--- config.mk ---
export PLATFORM = sky130hd
export DESIGN_NAME = ksm_ctrl
export DESIGN_NICKNAME = d
export VERILOG_FILES = /design/src/sv/ksm_pkg.sv /design/src/sv/ksm_ctrl.sv
export SDC_FILE = /design/constraint.sdc
export NUM_CORES = 1
export LEC_CHECK = 0
export BUFFER_PORTS_ARGS = -buffer_cell sky130_fd_sc_hd__buf_2
export CAP_MARGIN = 5
export CORE_AREA = 3 3 40 42
export CTS_BUF_LIST = sky130_fd_sc_hd__clkbuf_4 sky130_fd_sc_hd__clkbuf_8 sky130_fd_sc_hd__clkbuf_16
export DETAILED_ROUTE_END_ITERATION = 7
export DIE_AREA = 0 0 43 45
export PLACE_DENSITY = 0.63
export SLEW_MARGIN = 20
export SYNTH_ARGS = -nofsm -noshare
export SYNTH_HDL_FRONTEND = slang
export SYNTH_SLANG_ARGS = --single-unit
--- constraint.sdc ---
create_clock -name i_clk -period 1.4 [get_ports i_clk]
set_input_delay 0.21 -clock i_clk [delete_from_list [all_inputs] [get_ports i_clk]]
set_output_delay 0.21 -clock i_clk [all_outputs]
set_load 0.03 [all_outputs]
--- src/sv/ksm_pkg.sv ---
// Shared types and constants for the k-mer stream matcher.
// Used by the controller, the datapath and the top level; no dependencies.
`timescale 1ns / 1ps
`default_nettype none

package ksm_pkg;

    localparam int CODE_W      = 62;
    localparam int POS_W       = 31;
    localparam int RUN_W       = 5;
    localparam int KLEN_W      = 5;
    localparam int IDX_OUT_W   = 10;
    localparam int MAX_K       = 31;
    localparam int DEF_ENTRIES = 1024;

    localparam logic [KLEN_W-1:0] KLEN_RESET = 5'd31;
    localparam logic [RUN_W-1:0]  RUN_MAX    = 5'd31;
    localparam logic [POS_W-1:0]  POS_MAX    = 31'h7FFF_FFFF;

    typedef enum logic [1:0] {
        LS_ACCEPTED  = 2'd0,
        LS_DUPLICATE = 2'd1,
        LS_FULL      = 2'd2
    } t_load_status;

    localparam logic FUNC_LOAD   = 1'b0;
    localparam logic FUNC_GENOME = 1'b1;

    localparam logic KIND_LOAD  = 1'b0;
    localparam logic KIND_MATCH = 1'b1;

    localparam logic STRAND_FWD = 1'b0;
    localparam logic STRAND_REV = 1'b1;

    typedef enum logic [2:0] {
        ST_CLEAR,
        ST_IDLE,
        ST_START,
        ST_WAIT,
        ST_CHECK,
        ST_EMIT_L,
        ST_EMIT_F,
        ST_EMIT_R
    } t_state;

    typedef enum logic [1:0] {
        PH_LOAD,
        PH_FWD,
        PH_REV
    } t_phase;

    typedef enum logic [1:0] {
        EM_LOAD,
        EM_FWD,
        EM_REV
    } t_emit;

    typedef struct packed {
        logic   accept;
        logic   start_probe;
        t_phase probe_sel;
        logic   step;
        logic   check;
        t_phase key_sel;
        logic   clr_wr;
        logic   emit;
        t_emit  emit_sel;
    } t_cmd;

    typedef struct packed {
        logic clr_done;
        logic is_load;
        logic go;
        logic slot_valid;
        logic slot_hit;
        logic out_free;
        logic hit_f;
        logic hit_r;
    } t_sts;

endpackage

`default_nettype wire

--- src/sv/ksm_ctrl.sv ---
// Controller for the k-mer stream matcher: sequences clearing, probes and result beats.
// Depends on ksm_pkg; drives the datapath through t_cmd and reads t_sts.
`timescale 1ns / 1ps
`default_nettype none

module ksm_ctrl
    import ksm_pkg::*;
(
    input  wire  i_clk,
    input  wire  i_rst_n,
    input  wire  i_valid,
    output logic o_stall,
    input  t_sts i_sts,
    output t_cmd o_cmd
);

    t_state r_state, n_state;
    t_phase r_phase, n_phase;

    always_ff @(posedge i_clk) begin
        if (!i_rst_n) begin
            r_state <= ST_CLEAR;
            r_phase <= PH_LOAD;
        end else begin
            r_state <= n_state;
            r_phase <= n_phase;
        end
    end

    always_comb begin
        n_state = r_state;
        n_phase = r_phase;
        o_cmd   = '0;
        o_cmd.key_sel  = r_phase;
        o_cmd.emit_sel = EM_LOAD;
        o_stall = (r_state != ST_IDLE);
        unique case (r_state)
            ST_CLEAR: begin
                o_cmd.clr_wr = 1'b1;
                if (i_sts.clr_done) n_state = ST_IDLE;
            end
            ST_IDLE: begin
                if (i_valid) begin
                    o_cmd.accept = 1'b1;
                    n_state = ST_START;
                end
            end
            ST_START: begin
                if (i_sts.is_load || i_sts.go) begin
                    n_phase = i_sts.is_load ? PH_LOAD : PH_FWD;
                    o_cmd.start_probe = 1'b1;
                    o_cmd.probe_sel = n_phase;
                    n_state = ST_WAIT;
                end else begin
                    n_state = ST_IDLE;
                end
            end
            ST_WAIT: n_state = ST_CHECK;
            ST_CHECK: begin
                o_cmd.check = 1'b1;
                if (i_sts.slot_hit || !i_sts.slot_valid) begin
                    unique case (r_phase)
                        PH_LOAD: n_state = ST_EMIT_L;
                        PH_FWD: begin
                            n_phase = PH_REV;
                            o_cmd.start_probe = 1'b1;
                            o_cmd.probe_sel = PH_REV;
                            n_state = ST_WAIT;
                        end
                        default: n_state = ST_EMIT_F;
                    endcase
                end else begin
                    // collision: walk to the next slot
                    o_cmd.step = 1'b1;
                    n_state = ST_WAIT;
                end
            end
            ST_EMIT_L: begin
                o_cmd.emit_sel = EM_LOAD;
                if (i_sts.out_free) begin
                    o_cmd.emit = 1'b1;
                    n_state = ST_IDLE;
                end
            end
            ST_EMIT_F: begin
                o_cmd.emit_sel = EM_FWD;
                if (!i_sts.hit_f) begin
                    n_state = i_sts.hit_r ? ST_EMIT_R : ST_IDLE;
                end else if (i_sts.out_free) begin
                    o_cmd.emit = 1'b1;
                    n_state = i_sts.hit_r ? ST_EMIT_R : ST_IDLE;
                end
            end
            ST_EMIT_R: begin
                o_cmd.emit_sel = EM_REV;
                if (i_sts.out_free) begin
                    o_cmd.emit = 1'b1;
                    n_state = ST_IDLE;
                end
            end
            default: n_state = ST_IDLE;
        endcase
    end

`ifndef SYNTH
    a_check_after_wait: assert property (@(posedge i_clk) disable iff (!i_rst_n)
        r_state == ST_CHECK |-> $past(r_state) == ST_WAIT)
        else $error("slot checked without a read cycle");
`endif

endmodule

`default_nettype wire

==> out/metrics.yaml <==
layout.nets: 99
grt_use_total_pct: 14.50
pin_count: 24
fmax_mhz: 715.4
dp_hpwl_um: 920.3
clock_latency_ns: 0.24
path_clk_slew_ns: 0.05
ys.flop_type: "dfxtp_1"
period_share_pct: 99.84
p_leak_uw: 0.0003736
clock_tree.root_cell: "clkbuf_4"
rsz0062_at_grt: "yes"
worstPathMaxFanout: 7
hold_class: "in -> reg"
cts_buffer_depth: 2
utilization_pct: 53.26
vias: 507
core_um2: 1285
grt_pass1_vias: 488
antenna_found_initial: 0
cpPeakStageDelay_ns: 0.39
worst_slew_pin_slew_ns: 0.3423
firstDrtPassIters: 2
synthCells: 56
synth_top_family_by_area: "simple AND/OR/NAND/NOR gates"
drc: 0
synth_nets: 67
ys_async_sr_fraction_pct: 0
multiInputGateArea_um2: 300.3
maxCapViolCount: 0
yosysTopAreaCell: "dfxtp_1"
ir_worst_vdd_uv: 893.6
area.sequential_um2: 111.4
die-area_um2: 1935
crit_slowest_cell: "dfxtp_4"
synthDominantCellAreaShare_pct: 23.53
antenna_left: 0
cp.required_ns: 1.19
vias_per_cell: 4.971
synthAdderAreaFrac_pct: 0
fin_skew_ns: 0.009918
synth_area_leaders: "dfxtp_1, nand2_1, buf_6, a31oi_1, and3_1"
synth_commonest_cells: "nand2_1, dfxtp_1, nor2_1"
synth-simple-area-share_pct: 35.59
cts_tree: "done"
cts_max_level: 1
grt_pass1_wl_um: 2111
yosysWarnings: 0
yosys.cell_count.top_type: "nand2_1"
worst_slack_ns: 0.002240
finalHoldViolCount: 0
setup_viol: 0
ys_seq_elements: 5
area_growth_pct: 60.88
drt_iter0_markers: 5
synth_xor_area_share_pct: 0
cts_buffers: 3
synthMuxAreaShare_pct: 2.353
syn_avg_cell_area_um2: 7.597
gp_congestion: 0.8115
synth_compound_area_share_pct: 25.29
cts_sinks: 5
rows: 13
dp_slack_ns: 0.08149
fillers: 134
critPathKind: "reg -> out"
status: "completed"
maxSlewViolCount: 0
cp_cell_sequence: "nor3b_4, and3b_2, buf_6"
start_util_pct: 33.11
startpoint_type: "flop"
grt_remaining_overflow: 0
diodes: 0
slew-limit-headroom_pct: 76.88
synth_area_um2: 425.4
endpoint_kind: "output port"
powerDensity_nw_per_um2: 1789
synth-edff-count: 0
grt_start_max_net_pins: 9
fp.dieH_um: 45
post_synth_num_cell_types: 30
layout_min_cycle_time_ns: 1.398
port-buffer-count: 23
avgRoutedWirePerCell_um: 12.20
cp_data_arrival_time_ns: 1.19
drt-total-wl_um: 1244
die_x_um: 43
drive_gt1_share_pct: 58.62
yosysSeqAreaShare_pct: 23.53
-- what timing repair did --
action	in CTS	in global routing
pin swaps	2	3
endpoints found under the setup margin	9	8
hold buffers	0	0
resized for setup	17	8
buffers inserted	2	1
-- cells in the final DEF (no fill, tap or decap), drive strengths merged, types with 2 or more instances in the layout --
cell,instances
a21oi,2
a31oi,3
and3,3
and3b,2
buf,31
clkbuf,4
dfxtp,5
inv,5
nand2,9
nor2,6
o21ai,2
-- cell type report --
class                      instances  area share [%]
clock buffer                       4           4.388
inverter                           5           2.742
multi-input combinational         42           43.88
sequential                         5           16.27
tap                               15           2.742
timing repair buffer              31           29.98
-- flip-flops by register name, summed over array words and instances, names as in the netlist --
signal / cells
r_state: 3
r_phase: 2
-- cells by family (layout without fill, tap and decap cells) --
logic type / after synthesis / in the layout
AOI/OAI and AO/OA: 14 / 14
buffers and inverters: 9 / 40
muxes: 1 / 1
DFF: 5 / 5
and+or+nand+nor: 27 / 27
-- path summary, 6_finish.rpt --
path	start	endpoint	slack (ns)	cells past startpoint
setup / recovery	r_state[1]$_SDFFE_PN0P_	o_cmd[8]	0.002	3
hold / removal	i_rst_n	r_phase[1]$_SDFFE_PN0P_	0.22	2
setup reg to reg	r_state[0]$_SDFFE_PN0P_	r_state[2]$_SDFFE_PN0P_	0.08	5
hold reg to reg	r_phase[0]$_SDFFE_PN0P_	r_phase[0]$_SDFFE_PN0P_	0.56	2
-- worst max-delay path: cells and delay by family, from the launching register on --
kind          cells  cell delay [ns]
simple gates      2             0.43
flops             1             0.39
buf+inv           1             0.13
-- through the flow --
stage          hold WS, ns  total power (uW)  instance area [um^2]  cells  setup TNS [ns]
6_report            0.2232              1224                 684.4    102               0
5_1_grt             0.2209              1313                 684.4    102         -0.2562
4_1_cts             0.2236              1185                 658.1    101       -0.002597
3_5_place_dp        0.4732             891.7                 559.3     95               0
3_3_place_gp        0.4730             887.4                 559.3     95               0
2_1_floorplan       0.3434             740.5                 425.4     56               0
-- layer usage --
metal / GRT usage [%] / share of wire, %
met5: 0 / 0
met3: 3.187 / 8.3
met4: 5.422 / 0
met2: 26.05 / 48
met1: 16.91 / 43
-- report_power, final --
group	leakage (uW)	total (uW)	internal, uW	switching, uW
clock	0.0000184	189	127	61.4
sequential	0.0000429	298	201	97.0
combinational	0.000312	738	328	410
total	0.000374	1220	656	568
(Power assumes the default switching activity.)
